--- config.mk ---
export PLATFORM = sky130hd
export DESIGN_NAME = ordered_queue_with_match_extract_top
export DESIGN_NICKNAME = d
export VERILOG_FILES = /design/src/rtl/oqme_pkg.sv /design/src/rtl/oqme_ctrl.sv /design/src/rtl/oqme_dp.sv /design/src/rtl/ordered_queue_with_match_extract_top.sv
export SDC_FILE = /design/constraint.sdc
export NUM_CORES = 2
export LEC_CHECK = 0
export BUFFER_PORTS_ARGS = -buffer_cell sky130_fd_sc_hd__buf_2
export CELL_PAD_IN_SITES_DETAIL_PLACEMENT = 1
export CELL_PAD_IN_SITES_GLOBAL_PLACEMENT = 1
export CORE_ASPECT_RATIO = 1.75
export CORE_MARGIN = 1.5
export CORE_UTILIZATION = 35
export CTS_CLUSTER_DIAMETER = 80
export DETAILED_ROUTE_END_ITERATION = 16
export GPL_ROUTABILITY_DRIVEN = 0
export HOLD_SLACK_MARGIN = 0.12
export PLACE_DENSITY = 0.59
export SLEW_MARGIN = 20
export SYNTH_ARGS = -nofsm -noshare
export SYNTH_HDL_FRONTEND = slang
export SYNTH_SLANG_ARGS = --single-unit
export TNS_END_PERCENT = 5
--- constraint.sdc ---
create_clock -name clk -period 12.6 [get_ports clk]
set_input_delay 1.26 -clock clk [delete_from_list [all_inputs] [get_ports clk]]
set_output_delay 1.26 -clock clk [all_outputs]
set_load 0.1 [all_outputs]
--- src/rtl/oqme_pkg.sv ---
// shared types and constants of the ordered queue with match extract
// no dependencies
package oqme_pkg;

    localparam int QUEUE_DEPTH = 16;
    localparam int IDX_W = (QUEUE_DEPTH > 1) ? $clog2(QUEUE_DEPTH) : 1;
    localparam int CNT_W = $clog2(QUEUE_DEPTH + 1);

    typedef enum logic [1:0] {
        CMD_APPEND  = 2'd0,
        CMD_POP     = 2'd1,
        CMD_EXTRACT = 2'd2,
        CMD_UNKNOWN = 2'd3
    } cmd_t;

    typedef enum logic [2:0] {
        ST_ENTRY   = 3'd0,
        ST_ADDED   = 3'd1,
        ST_NONE    = 3'd2,
        ST_EMPTY   = 3'd3,
        ST_CLOSED  = 3'd4,
        ST_FULL    = 3'd5,
        ST_INVALID = 3'd6
    } status_t;

    typedef enum logic [1:0] {
        S_IDLE,
        S_EXEC,
        S_SCAN
    } state_t;

    typedef struct packed {
        logic    load;
        logic    push_stat;
        status_t stat;
        logic    append;
        logic    pop;
        logic    start_scan;
        logic    scan_en;
    } dp_ctl_t;

    typedef struct packed {
        cmd_t cmd;
        logic closed;
        logic empty;
        logic full;
        logic dir_zero;
        logic scan_done;
        logic count_zero;
        logic can_push;
    } dp_sts_t;

endpackage

--- src/rtl/oqme_ctrl.sv ---
// command sequencer of the ordered queue with match extract
// depends on oqme_pkg
module oqme_ctrl (
    input  logic              clk,
    input  logic              rst_n,
    input  logic              in_valid,
    output logic              in_stall,
    input  oqme_pkg::dp_sts_t sts,
    output oqme_pkg::dp_ctl_t ctl
);
    import oqme_pkg::*;

    state_t state_reg, state_next;

    always_ff @(posedge clk or negedge rst_n)
    begin
        if (!rst_n)
        begin
            state_reg <= S_IDLE;
        end
        else
        begin
            state_reg <= state_next;
        end
    end

    always_comb
    begin
        state_next = state_reg;
        unique case (state_reg)
            S_IDLE:
            begin
                if (in_valid)
                begin
                    state_next = S_EXEC;
                end
            end
            S_EXEC:
            begin
                if (sts.cmd == CMD_EXTRACT && !sts.dir_zero && !sts.closed && !sts.empty)
                begin
                    state_next = S_SCAN;
                end
                else if (sts.can_push)
                begin
                    state_next = S_IDLE;
                end
            end
            S_SCAN:
            begin
                if (sts.scan_done && (!sts.count_zero || sts.can_push))
                begin
                    state_next = S_IDLE;
                end
            end
            default: state_next = S_IDLE;
        endcase
    end

    always_comb
    begin
        ctl = '0;
        ctl.stat = ST_INVALID;
        in_stall = (state_reg != S_IDLE);
        unique case (state_reg)
            S_IDLE:
            begin
                ctl.load = in_valid;
            end
            S_EXEC:
            begin
                case (sts.cmd)
                    CMD_APPEND:
                    begin
                        ctl.push_stat = sts.can_push;
                        ctl.stat = sts.full ? ST_FULL : ST_ADDED;
                        ctl.append = sts.can_push && !sts.full;
                    end
                    CMD_POP:
                    begin
                        if (sts.closed)
                        begin
                            ctl.push_stat = sts.can_push;
                            ctl.stat = ST_CLOSED;
                        end
                        else if (sts.empty)
                        begin
                            ctl.push_stat = sts.can_push;
                            ctl.stat = ST_EMPTY;
                        end
                        else
                        begin
                            ctl.pop = sts.can_push;
                        end
                    end
                    CMD_EXTRACT:
                    begin
                        if (sts.dir_zero)
                        begin
                            ctl.push_stat = sts.can_push;
                            ctl.stat = ST_INVALID;
                        end
                        else if (sts.closed)
                        begin
                            ctl.push_stat = sts.can_push;
                            ctl.stat = ST_CLOSED;
                        end
                        else if (sts.empty)
                        begin
                            ctl.push_stat = sts.can_push;
                            ctl.stat = ST_EMPTY;
                        end
                        else
                        begin
                            ctl.start_scan = 1'b1;
                        end
                    end
                    default:
                    begin
                        ctl.push_stat = sts.can_push;
                        ctl.stat = ST_INVALID;
                    end
                endcase
            end
            S_SCAN:
            begin
                ctl.scan_en = 1'b1;
                if (sts.scan_done && sts.count_zero)
                begin
                    ctl.push_stat = sts.can_push;
                    ctl.stat = ST_NONE;
                end
            end
            default: ctl = '0;
        endcase
    end

endmodule

--- src/rtl/oqme_dp.sv ---
// datapath: queue slots, scan counter, match logic and output register
// depends on oqme_pkg
module oqme_dp (
    input  logic                      clk,
    input  logic                      rst_n,
    input  oqme_pkg::dp_ctl_t         ctl,
    output oqme_pkg::dp_sts_t         sts,
    input  logic                      closed,
    input  logic [1:0]                cmd,
    input  logic [31:0]               person_id,
    input  logic [7:0]                src_floor,
    input  logic [7:0]                dst_floor,
    input  logic [31:0]               arrive_tick,
    input  logic [7:0]                match_floor,
    input  logic signed [1:0]         direction,
    output logic                      out_valid,
    input  logic                      out_stall,
    output logic [2:0]                status,
    output logic [31:0]               person_id_res,
    output logic [7:0]                src_floor_res,
    output logic [7:0]                dst_floor_res,
    output logic [31:0]               arrive_tick_res,
    output logic [6:0]                pick_count,
    output logic                      last
);
    import oqme_pkg::*;

    logic [31:0] id_reg   [QUEUE_DEPTH];
    logic [7:0]  src_reg  [QUEUE_DEPTH];
    logic [7:0]  dst_reg  [QUEUE_DEPTH];
    logic [31:0] tim_reg  [QUEUE_DEPTH];
    logic [CNT_W-1:0] occ_reg;
    logic [CNT_W-1:0] scan_reg;
    logic [CNT_W-1:0] count_reg;

    cmd_t        cmd_reg;
    logic [31:0] in_id_reg;
    logic [7:0]  in_src_reg;
    logic [7:0]  in_dst_reg;
    logic [31:0] in_tim_reg;
    logic [7:0]  floor_reg;
    logic [1:0]  dir_reg;

    logic        out_valid_reg;
    status_t     status_reg;
    logic [31:0] id_out_reg;
    logic [7:0]  src_out_reg;
    logic [7:0]  dst_out_reg;
    logic [31:0] tim_out_reg;
    logic [6:0]  pick_reg;
    logic        last_reg;

    logic [QUEUE_DEPTH-1:0] match;
    logic [QUEUE_DEPTH-1:0] lower;
    logic [CNT_W-1:0]       scan_m1;
    logic [IDX_W-1:0]       scan_idx;
    logic [IDX_W-1:0]       rd_idx;
    logic                   can_push;
    logic                   scan_done;
    logic                   hit;
    logic                   emit_hit;
    logic                   remove_en;
    logic                   up;

    assign can_push  = !out_valid_reg || !out_stall;
    assign scan_done = (scan_reg == '0);
    assign scan_m1   = scan_reg - 1'b1;
    assign scan_idx  = scan_m1[IDX_W-1:0];
    assign up        = (dir_reg == 2'b01);

    // match over live slots; lower marks slots still ahead of the scan
    always_comb
    begin
        for (int j = 0; j < QUEUE_DEPTH; j++)
        begin
            match[j] = (CNT_W'(j) < occ_reg) && (src_reg[j] == floor_reg) &&
                       (up ? (dst_reg[j] > src_reg[j]) : (dst_reg[j] < src_reg[j]));
            lower[j] = (CNT_W'(j) < scan_m1);
        end
    end

    assign hit       = match[scan_idx];
    assign emit_hit  = ctl.scan_en && !scan_done && hit && can_push;
    assign remove_en = ctl.pop || emit_hit;
    assign rd_idx    = ctl.pop ? '0 : scan_idx;

    always_comb
    begin
        sts.cmd        = cmd_reg;
        sts.closed     = closed;
        sts.empty      = (occ_reg == '0);
        sts.full       = (occ_reg == CNT_W'(QUEUE_DEPTH));
        sts.dir_zero   = (dir_reg == 2'b00);
        sts.scan_done  = scan_done;
        sts.count_zero = (count_reg == '0);
        sts.can_push   = can_push;
    end

    // slot storage: append at tail, removal closes ranks above the slot
    always_ff @(posedge clk)
    begin
        for (int j = 0; j < QUEUE_DEPTH; j++)
        begin
            if (remove_en && (IDX_W'(j) >= rd_idx) && (j < QUEUE_DEPTH - 1))
            begin
                id_reg[j]  <= id_reg[(j + 1) % QUEUE_DEPTH];
                src_reg[j] <= src_reg[(j + 1) % QUEUE_DEPTH];
                dst_reg[j] <= dst_reg[(j + 1) % QUEUE_DEPTH];
                tim_reg[j] <= tim_reg[(j + 1) % QUEUE_DEPTH];
            end
            else if (ctl.append && (occ_reg == CNT_W'(j)))
            begin
                id_reg[j]  <= in_id_reg;
                src_reg[j] <= in_src_reg;
                dst_reg[j] <= in_dst_reg;
                tim_reg[j] <= in_tim_reg;
            end
        end
    end

    always_ff @(posedge clk or negedge rst_n)
    begin
        if (!rst_n)
        begin
            occ_reg   <= '0;
            scan_reg  <= '0;
            count_reg <= '0;
            cmd_reg   <= CMD_APPEND;
        end
        else
        begin
            if (ctl.load)
            begin
                cmd_reg <= cmd_t'(cmd);
            end
            if (ctl.append)
            begin
                occ_reg <= occ_reg + 1'b1;
            end
            else if (remove_en)
            begin
                occ_reg <= occ_reg - 1'b1;
            end
            if (ctl.start_scan)
            begin
                scan_reg  <= occ_reg;
                count_reg <= '0;
            end
            else if (ctl.scan_en && !scan_done && (!hit || can_push))
            begin
                scan_reg <= scan_m1;
                if (hit)
                begin
                    count_reg <= count_reg + 1'b1;
                end
            end
        end
    end

    always_ff @(posedge clk)
    begin
        if (ctl.load)
        begin
            in_id_reg  <= person_id;
            in_src_reg <= src_floor;
            in_dst_reg <= dst_floor;
            in_tim_reg <= arrive_tick;
            floor_reg  <= match_floor;
            dir_reg    <= direction;
        end
    end

    always_ff @(posedge clk or negedge rst_n)
    begin
        if (!rst_n)
        begin
            out_valid_reg <= 1'b0;
        end
        else if (ctl.push_stat || remove_en)
        begin
            out_valid_reg <= 1'b1;
        end
        else if (!out_stall)
        begin
            out_valid_reg <= 1'b0;
        end
    end

    always_ff @(posedge clk)
    begin
        if (ctl.push_stat)
        begin
            status_reg  <= ctl.stat;
            id_out_reg  <= '0;
            src_out_reg <= '0;
            dst_out_reg <= '0;
            tim_out_reg <= '0;
            pick_reg    <= '0;
            last_reg    <= 1'b1;
        end
        else if (remove_en)
        begin
            status_reg  <= ST_ENTRY;
            id_out_reg  <= id_reg[rd_idx];
            src_out_reg <= src_reg[rd_idx];
            dst_out_reg <= dst_reg[rd_idx];
            tim_out_reg <= tim_reg[rd_idx];
            pick_reg    <= ctl.pop ? 7'd1 : 7'(count_reg + 1'b1);
            last_reg    <= ctl.pop ? 1'b1 : !(|(match & lower));
        end
    end

    assign out_valid       = out_valid_reg;
    assign status          = status_reg;
    assign person_id_res   = id_out_reg;
    assign src_floor_res   = src_out_reg;
    assign dst_floor_res   = dst_out_reg;
    assign arrive_tick_res = tim_out_reg;
    assign pick_count      = pick_reg;
    assign last            = last_reg;

endmodule

--- src/rtl/ordered_queue_with_match_extract_top.sv ---
// top level of the ordered queue with match extract: apb register, sequencer, datapath
// depends on oqme_pkg, oqme_ctrl, oqme_dp
//
// usage: an input item (cmd plus fields) is taken when in_valid is high and in_stall low.
// in_stall is high while a command is being worked on; one command at a time.
// append, pop and status-only answers land in the output register from the exec state, once
// the register can take them; the sequencer then returns to idle for the next item.
// an extract walks the queue from tail to head, one slot per cycle while no match waits on
// the output register, then finishes from the scan state: a none-matched item lands once the
// walk is done, and the next input item can be taken once the sequencer is back in idle.
// matches come out newest first, one item each, pick_count counting up, last on the
// final one; no match gives one none-matched item.
// results sit in an output register: out_valid holds with the payload fixed while
// out_stall is high, and the walk pauses on a match until the register frees.
// a new input item is taken while the last result still waits.
// reset empties the queue and clears the closed register; slot contents are not cleared.
// the closed register sits at address 0 of the apb port; write it only while idle, the block does not enforce this.
module ordered_queue_with_match_extract_top (
    input  logic               clk,
    input  logic               rst_n,
    input  logic               psel,
    input  logic               penable,
    input  logic               pwrite,
    input  logic [1:0]         paddr,
    input  logic [31:0]        pwdata,
    output logic [31:0]        prdata,
    output logic               pready,
    input  logic               in_valid,
    output logic               in_stall,
    input  logic [1:0]         cmd,
    input  logic [31:0]        person_id,
    input  logic [7:0]         src_floor,
    input  logic [7:0]         dst_floor,
    input  logic [31:0]        arrive_tick,
    input  logic [7:0]         match_floor,
    input  logic signed [1:0]  direction,
    output logic               out_valid,
    input  logic               out_stall,
    output logic [2:0]         status,
    output logic [31:0]        person_id_res,
    output logic [7:0]         src_floor_res,
    output logic [7:0]         dst_floor_res,
    output logic [31:0]        arrive_tick_res,
    output logic [6:0]         pick_count,
    output logic               last
);
    import oqme_pkg::*;

    logic    closed_reg;
    logic    addr_hit;
    dp_ctl_t ctl;
    dp_sts_t sts;

    assign pready   = 1'b1;
    // single register at byte address 0
    assign addr_hit = (paddr == 2'd0);
    assign prdata   = {31'd0, closed_reg};

    always_ff @(posedge clk or negedge rst_n)
    begin
        if (!rst_n)
        begin
            closed_reg <= 1'b0;
        end
        else if (psel && penable && pwrite && addr_hit)
        begin
            closed_reg <= pwdata[0];
        end
    end

    oqme_ctrl u_ctrl (
        .clk      (clk),
        .rst_n    (rst_n),
        .in_valid (in_valid),
        .in_stall (in_stall),
        .sts      (sts),
        .ctl      (ctl)
    );

    oqme_dp u_dp (
        .clk             (clk),
        .rst_n           (rst_n),
        .ctl             (ctl),
        .sts             (sts),
        .closed          (closed_reg),
        .cmd             (cmd),
        .person_id       (person_id),
        .src_floor       (src_floor),
        .dst_floor       (dst_floor),
        .arrive_tick     (arrive_tick),
        .match_floor     (match_floor),
        .direction       (direction),
        .out_valid       (out_valid),
        .out_stall       (out_stall),
        .status          (status),
        .person_id_res   (person_id_res),
        .src_floor_res   (src_floor_res),
        .dst_floor_res   (dst_floor_res),
        .arrive_tick_res (arrive_tick_res),
        .pick_count      (pick_count),
        .last            (last)
    );

endmodule

**Yosys cells after proc, flatten, opt, wreduce, memory -nomap -nowiden**

Memory sizes are Yosys's and may differ from the RTL's. A register that Yosys moved wholly into a read port is not among the register bits.
Index checks and enable logic that the tools add are counted.

- Add/subtract/negate cells: 5
- Magnitude comparators: 80
- Bitwise operators: 61
- Equal/unequal tests: 41
- Reductions and logical operators: 110
- Mux-type cells: 204

Operators by type and width:

| kind | number |
|---|---|
| $mux 32 | 32 |
| $mux 8 | 32 |
| $eq 8x8->1 | 16 |
| $gt 8x8->1 | 16 |
| $lt 8x8->1 | 16 |
| $mux 1 | 111 |
| $lt 4x5->1 const A | 16 |
| $logic_and 1x1->1 | 76 |
| $reduce_or 32->1 | 2 |
| $or 1x1->1 | 60 |
| $eq 5x4->1 const B | 8 |
| $lt 3x5->1 const A | 8 |
| $mux 4 | 9 |
| $mux 5 | 7 |
| $ge 4x4->1 const A | 7 |
| $pmux 4 s3 | 2 |
| $eq 5x3->1 const B | 4 |
| $lt 1x5->1 const A | 4 |
| $lt 2x5->1 const A | 4 |
| $and 16x16->16 | 1 |
| $ge 3x4->1 const A | 4 |
| $reduce_or 16->1 | 1 |
| $reduce_or 8->1 | 2 |
| $logic_not 5->1 | 3 |
| 25 further kinds | 60 |

- Register bits: 122
- RAM bits: 1280
- Logic and storage cells: 521
- Memories: 4
- Output and inout port bits: 126
- Input bits: 133

Memory list:

| name | words | bits a word | rd ports | clocked after memory_dff | wr ports | line | RTL |
|---|---|---|---|---|---|---|---|
| u_dp.id_reg | 16 | 32 | 16 | 1 | 15 | oqme_dp.sv:28 | `logic [31:0] id_reg [QUEUE_DEPTH];` |
| u_dp.tim_reg | 16 | 32 | 16 | 1 | 15 | oqme_dp.sv:31 | `logic [31:0] tim_reg [QUEUE_DEPTH];` |
| u_dp.dst_reg | 16 | 8 | 17 | 1 | 15 | oqme_dp.sv:30 | `logic [7:0] dst_reg [QUEUE_DEPTH];` |
| u_dp.src_reg | 16 | 8 | 17 | 1 | 15 | oqme_dp.sv:29 | `logic [7:0] src_reg [QUEUE_DEPTH];` |

**Depth between registers and ports, before layout**

An unclocked memory read counts as a cell.

- Depth in word-level cells: 14
- Gate-level depth with buffers: 16
- Gate-level depth less buffers: 12

**Modules after synthesis**

Synthesis repeated with hierarchy kept, for this count alone.

- Cells, all modules: 6227
- Area, all modules: 77708.3 sq um

Modules (own cells, without submodules):

| module | seq. area each (sq um) | instances | cells each | area each (sq um) |
|---|---|---|---|---|
| oqme_dp | 43421.6 | 1 | 6151 | 77146.5 |
| ordered_queue_with_match_extract_top | 25.0 | 1 | 39 | 301.5 |
| oqme_ctrl | 50.0 | 1 | 37 | 260.2 |

**Worst setup path after synthesis**

No wires, ideal clock.

- Path type: reg-to-reg
- From: mem u_dp.src_reg[3][6]
- To: mem u_dp.dst_reg[6][0], enable pin
- Data arrival time: 11.447 ns
- Path buffers: 0
- Slack: 0.360 ns
- Library setup time: 0.792 ns
- Cell stages (with the launch flop): 11
- Period minus slack after synthesis: 12.240 ns
- Data required time: 11.808 ns
- Cell sequence: edfxtp_1 inv_1 ha_1 a21oi_1 nand2_1 a21o_1 or4b_1 and3_1 a311oi_1 nand2_1 o311ai_0

RTL lines:

| what | line |
|---|---|
| start: declaration | oqme_dp.sv:29 |
| end: declaration | oqme_dp.sv:30 |

==> flow_summary_export.csv <==
group,metric,value,unit
outcome,outcome,"finished clean",
layout,fillers,22100,
floorplanning,dieArea,218000,µm²
clock_tree,clock-root-buffer,"clkbuf_16",
setup_path,timing_worst_setup_path_type,"reg2reg",
place,dp_cells,8454,
detailed_routing,routedWlPerCell,33.2,µm
timing,fin_crit,7.27,ns
logic_synthesis,seq_area_frac_synth,57.7,%
global_routing,grt_first_pass_wirelength,413,mm
clock_tree,post_cts_buffers,0,
setup_path,worstSetupEndpointType,"register",
detailed_routing,dr.pass1.iters,6,
clock_tree,cts_tree,"built",
floorplanning,dieHeight,617,µm
floorplanning,start_util,35.2,%
setup_path,r2r-start,"u_dp.scan_reg[0]$_DFFE_PN0P_",
floorplanning,rows,225,
timing,skew,0.0630,ns
layout,instances_no_fill,8747,
detailed_routing,drtIter0Drc,3899,
hold_path,min_path_type,"in2async",
global_routing,grt_antenna_before_repair,7,
timing,maxSlewViolCount,0,
clock_tree,clockBufferDepth,4,
setup_path,r2r-end,"u_dp.id_reg[10][14]$_DFFE_PP_",
global_routing,grt_pass1_vias,55200,
layout,syn_to_final_growth,12.0,%
detailed_routing,drtAntennaViolNets,0,
power_and_ir_drop,seq_power_share,35.4,%
layout,nets,6051,
logic_synthesis,yosys.area.top_type,"edfxtp_1",
power_and_ir_drop,power.density,250,nW/µm²
layout,mostFrequentLayoutCells,"1373 x edfxtp_1, 1171 x mux2_2, 561 x o22ai_1",
setup_path,worstRegToRegCells,15,
timing,fmax,0.138,GHz
setup_path,critical_path.max_fanout,48,
logic_synthesis,synthArstFlopShare,1.42,%
logic_synthesis,synth-seq-cells,1481,
setup_path,startpoint,"u_dp.scan_reg[0]$_DFFE_PN0P_",
layout,final_common_cell,"edfxtp_1",
power_and_ir_drop,irDropWorstVdd,0.000346,V
detailed_routing,vias,52200,
clock_tree,cts_buffers,161,
detailed_routing,vias_per_cell,5.96,
logic_synthesis,synth_area,75400,µm²
floorplanning,io_pins,259,
floorplanning,core,214000,µm²
timing,hold_viol,0,
setup_path,arrival,7.70,ns
clock_tree,cts.htree.levels,4,
power_and_ir_drop,p_sw_share,44.0,%
place,portBuffers,194,
clock_tree,cts.clk_slew.worst_paths,0.06,ns
setup_path,worst_path_max_delay_cell,"dfrtp_4",
setup_path,rrSetupSlack,5.33,ns
layout,multiInputGateArea,29700,µm²
timing,maxSlewHeadroom,15.9,%
setup_path,cp-start-kind,"register",
global_routing,grt_max_degree,170,
clock_tree,post_cts_resized,0,
timing,fin_crit_sh,57.7,%
layout,drive_gt1_share,30.8,%
timing,rsz0062_at_grt,"no",
logic_synthesis,yosys-top-cells-area,"edfxtp_1 55%, mux2_2 17%, o22ai_1 4.7%",
setup_path,crit_top_cell,"buf_4",
setup_path,path_cells,"inv_1 -> ha_1 -> xor2_1 -> buf_4 -> nor3_1 -> and3_1 -> a311oi_1 -> o211ai_1 -> a21oi_4 -> nor2_4 -> buf_4 -> buf_4 -> o21ai_4 -> buf_4 -> buf_4",
logic_synthesis,synthCells,5799,
logic_synthesis,synth_top_area_share,54.7,%
power_and_ir_drop,clockPowerShare,22.5,%
logic_synthesis,synth_cell_types,76,
power_and_ir_drop,p_sw,9.29,mW
timing,finalSetupTns,0,ns
floorplanning,die_w,354,µm
place,detailed_place_hpwl,174,mm
setup_path,cp.required,13.03,ns
logic_synthesis,synth_ff_type,"edfxtp_1",
run,maxCapViolations,0,
clock_tree,cts-hold-fix-buffers,0,
detailed_routing,totalWireLength,291,mm
power_and_ir_drop,intPower,11.8,mW
timing,setup_viol,0,
setup_path,cp-endpoint,"u_dp.id_reg[10][14]$_DFFE_PP_",
global_routing,grt_overflow,0,
power_and_ir_drop,comb_power_share,42.1,%
clock_tree,clk_latency,0.86,ns
timing,max_slew.worst_pin.slew,1.26,ns
detailed_routing,drc,0,
layout,final_util,39.4,%
clock_tree,clock_sinks,1481,
logic_synthesis,synth_edf_count,1373,
setup_path,max_stage_delay,0.92,ns
global_routing,track_usage,26.1,%
layout,register_area,43500,µm²
power_and_ir_drop,p_leak,29.1,nW
logic_synthesis,ys_warn_count,0,
logic_synthesis,syn_area_per_cell,13.0,µm²
[cell usage after synthesis (9+ instances only)]
cell type     n
ha_1        136
mux2i_1     155
and2_1        9
dfxtp_1      87
or3_1        10
buf_1        23
a31o_1       43
nand4_1      46
a21oi_1     244
buf_2        49
nor2_1       83
mux2_2     1171
inv_1       139
o211ai_1     21
o22ai_1     561
xor2_1       56
nand3_1      52
nor3_1       99
a21o_1       29
nand2_1     427
nand2b_1     10
a31o_2       34
o21ai_0      70
dfrtp_1      21
buf_4        36
nor2b_1      19
xnor2_1      84
edfxtp_1   1373
nor4_1       93
clkbuf_1    422
and3_1       10
a211oi_1     87
[final cells by class]
| cell class | count | share of cell area [%] |
|---|---|---|
| antenna | 3 | 0.00889 |
| clock buffer | 210 | 5.25 |
| clock inverter | 78 | 0.729 |
| inverter | 139 | 0.618 |
| multi-input combinational | 3678 | 35.2 |
| sequential | 1481 | 51.5 |
| tap | 2837 | 4.20 |
| timing repair buffer | 321 | 2.47 |
[power by group through the flow]
stage / clock, mW / combinational, mW / sequential, mW
after floorplan: 0 / 5.12 / 7.73
after global placement: 0 / 8.72 / 7.53
after detailed placement: 0 / 8.80 / 7.57
after CTS: 4.86 / 8.83 / 7.47
after global routing: 4.99 / 9.31 / 7.59
final: 4.75 / 8.89 / 7.48
[stage by stage]
step                      setup WS, ns  instance area (µm²)  hold WS (ns)  total power [mW]
after floorplan                  0.360                75500         0.434              12.8
after global placement            5.46                79300         0.451              16.2
after detailed placement          5.42                79300         0.458              16.4
after CTS                         5.39                84400         0.407              21.2
after global routing              5.10                84400         0.468              21.9
final                             5.33                84400         0.433              21.1
[cells by family after synthesis]
group / Yosys count / synth area share, %
XOR/XNOR: 140 / 1.63
other: 2 / 0.00996
AO/OA/AOI/OAI: 1147 / 9.65
multiplexers: 1326 / 19.6
buffers and inverters: 671 / 3.62
adder cells (fa/ha/maj): 137 / 2.27
flip-flops: 1481 / 57.7
AND/OR/NAND/NOR: 895 / 5.57
[critical path: cells and delay by family, from the launching register on]
| family | cells | cell delay [ns] |
|---|---|---|
| simple gates | 3 | 0.55 |
| xor+xnor | 1 | 0.17 |
| flops | 1 | 0.92 |
| buf+inv | 6 | 2.75 |
| fa+ha+maj | 1 | 0.41 |
| compound gates | 4 | 1.79 |
[layer usage]
metal	wire length, µm	GRT usage, %	share of wire [%]
met5	0	0	0
met4	18400	14.7	6.3
met3	12000	2.81	4.1
met2	148000	46.2	51
met1	112000	30.5	39
[how the worst min path moves through the flow]
| stage | startpoint | end | slack [ns] | cells past startpoint |
|---|---|---|---|---|
| after floorplan | u_ctrl.state_reg[1]$_DFFE_PN0P_ | u_ctrl.state_reg[0]$_DFFE_PN0P_ | 0.43 | 1 |
| final | rst_n | closed_reg$_DFFE_PN0P_ | 0.43 | 1 |
| after global placement | u_dp.person_id_res[14]$_SDFFE_PP0P_ | u_dp.person_id_res[14]$_SDFFE_PP0P_ | 0.45 | 1 |
| after global routing | rst_n | closed_reg$_DFFE_PN0P_ | 0.47 | 1 |
| after CTS | rst_n | closed_reg$_DFFE_PN0P_ | 0.41 | 1 |
| after detailed placement | u_dp.person_id_res[14]$_SDFFE_PP0P_ | u_dp.person_id_res[14]$_SDFFE_PP0P_ | 0.46 | 1 |
(Power assumes the default switching activity.)
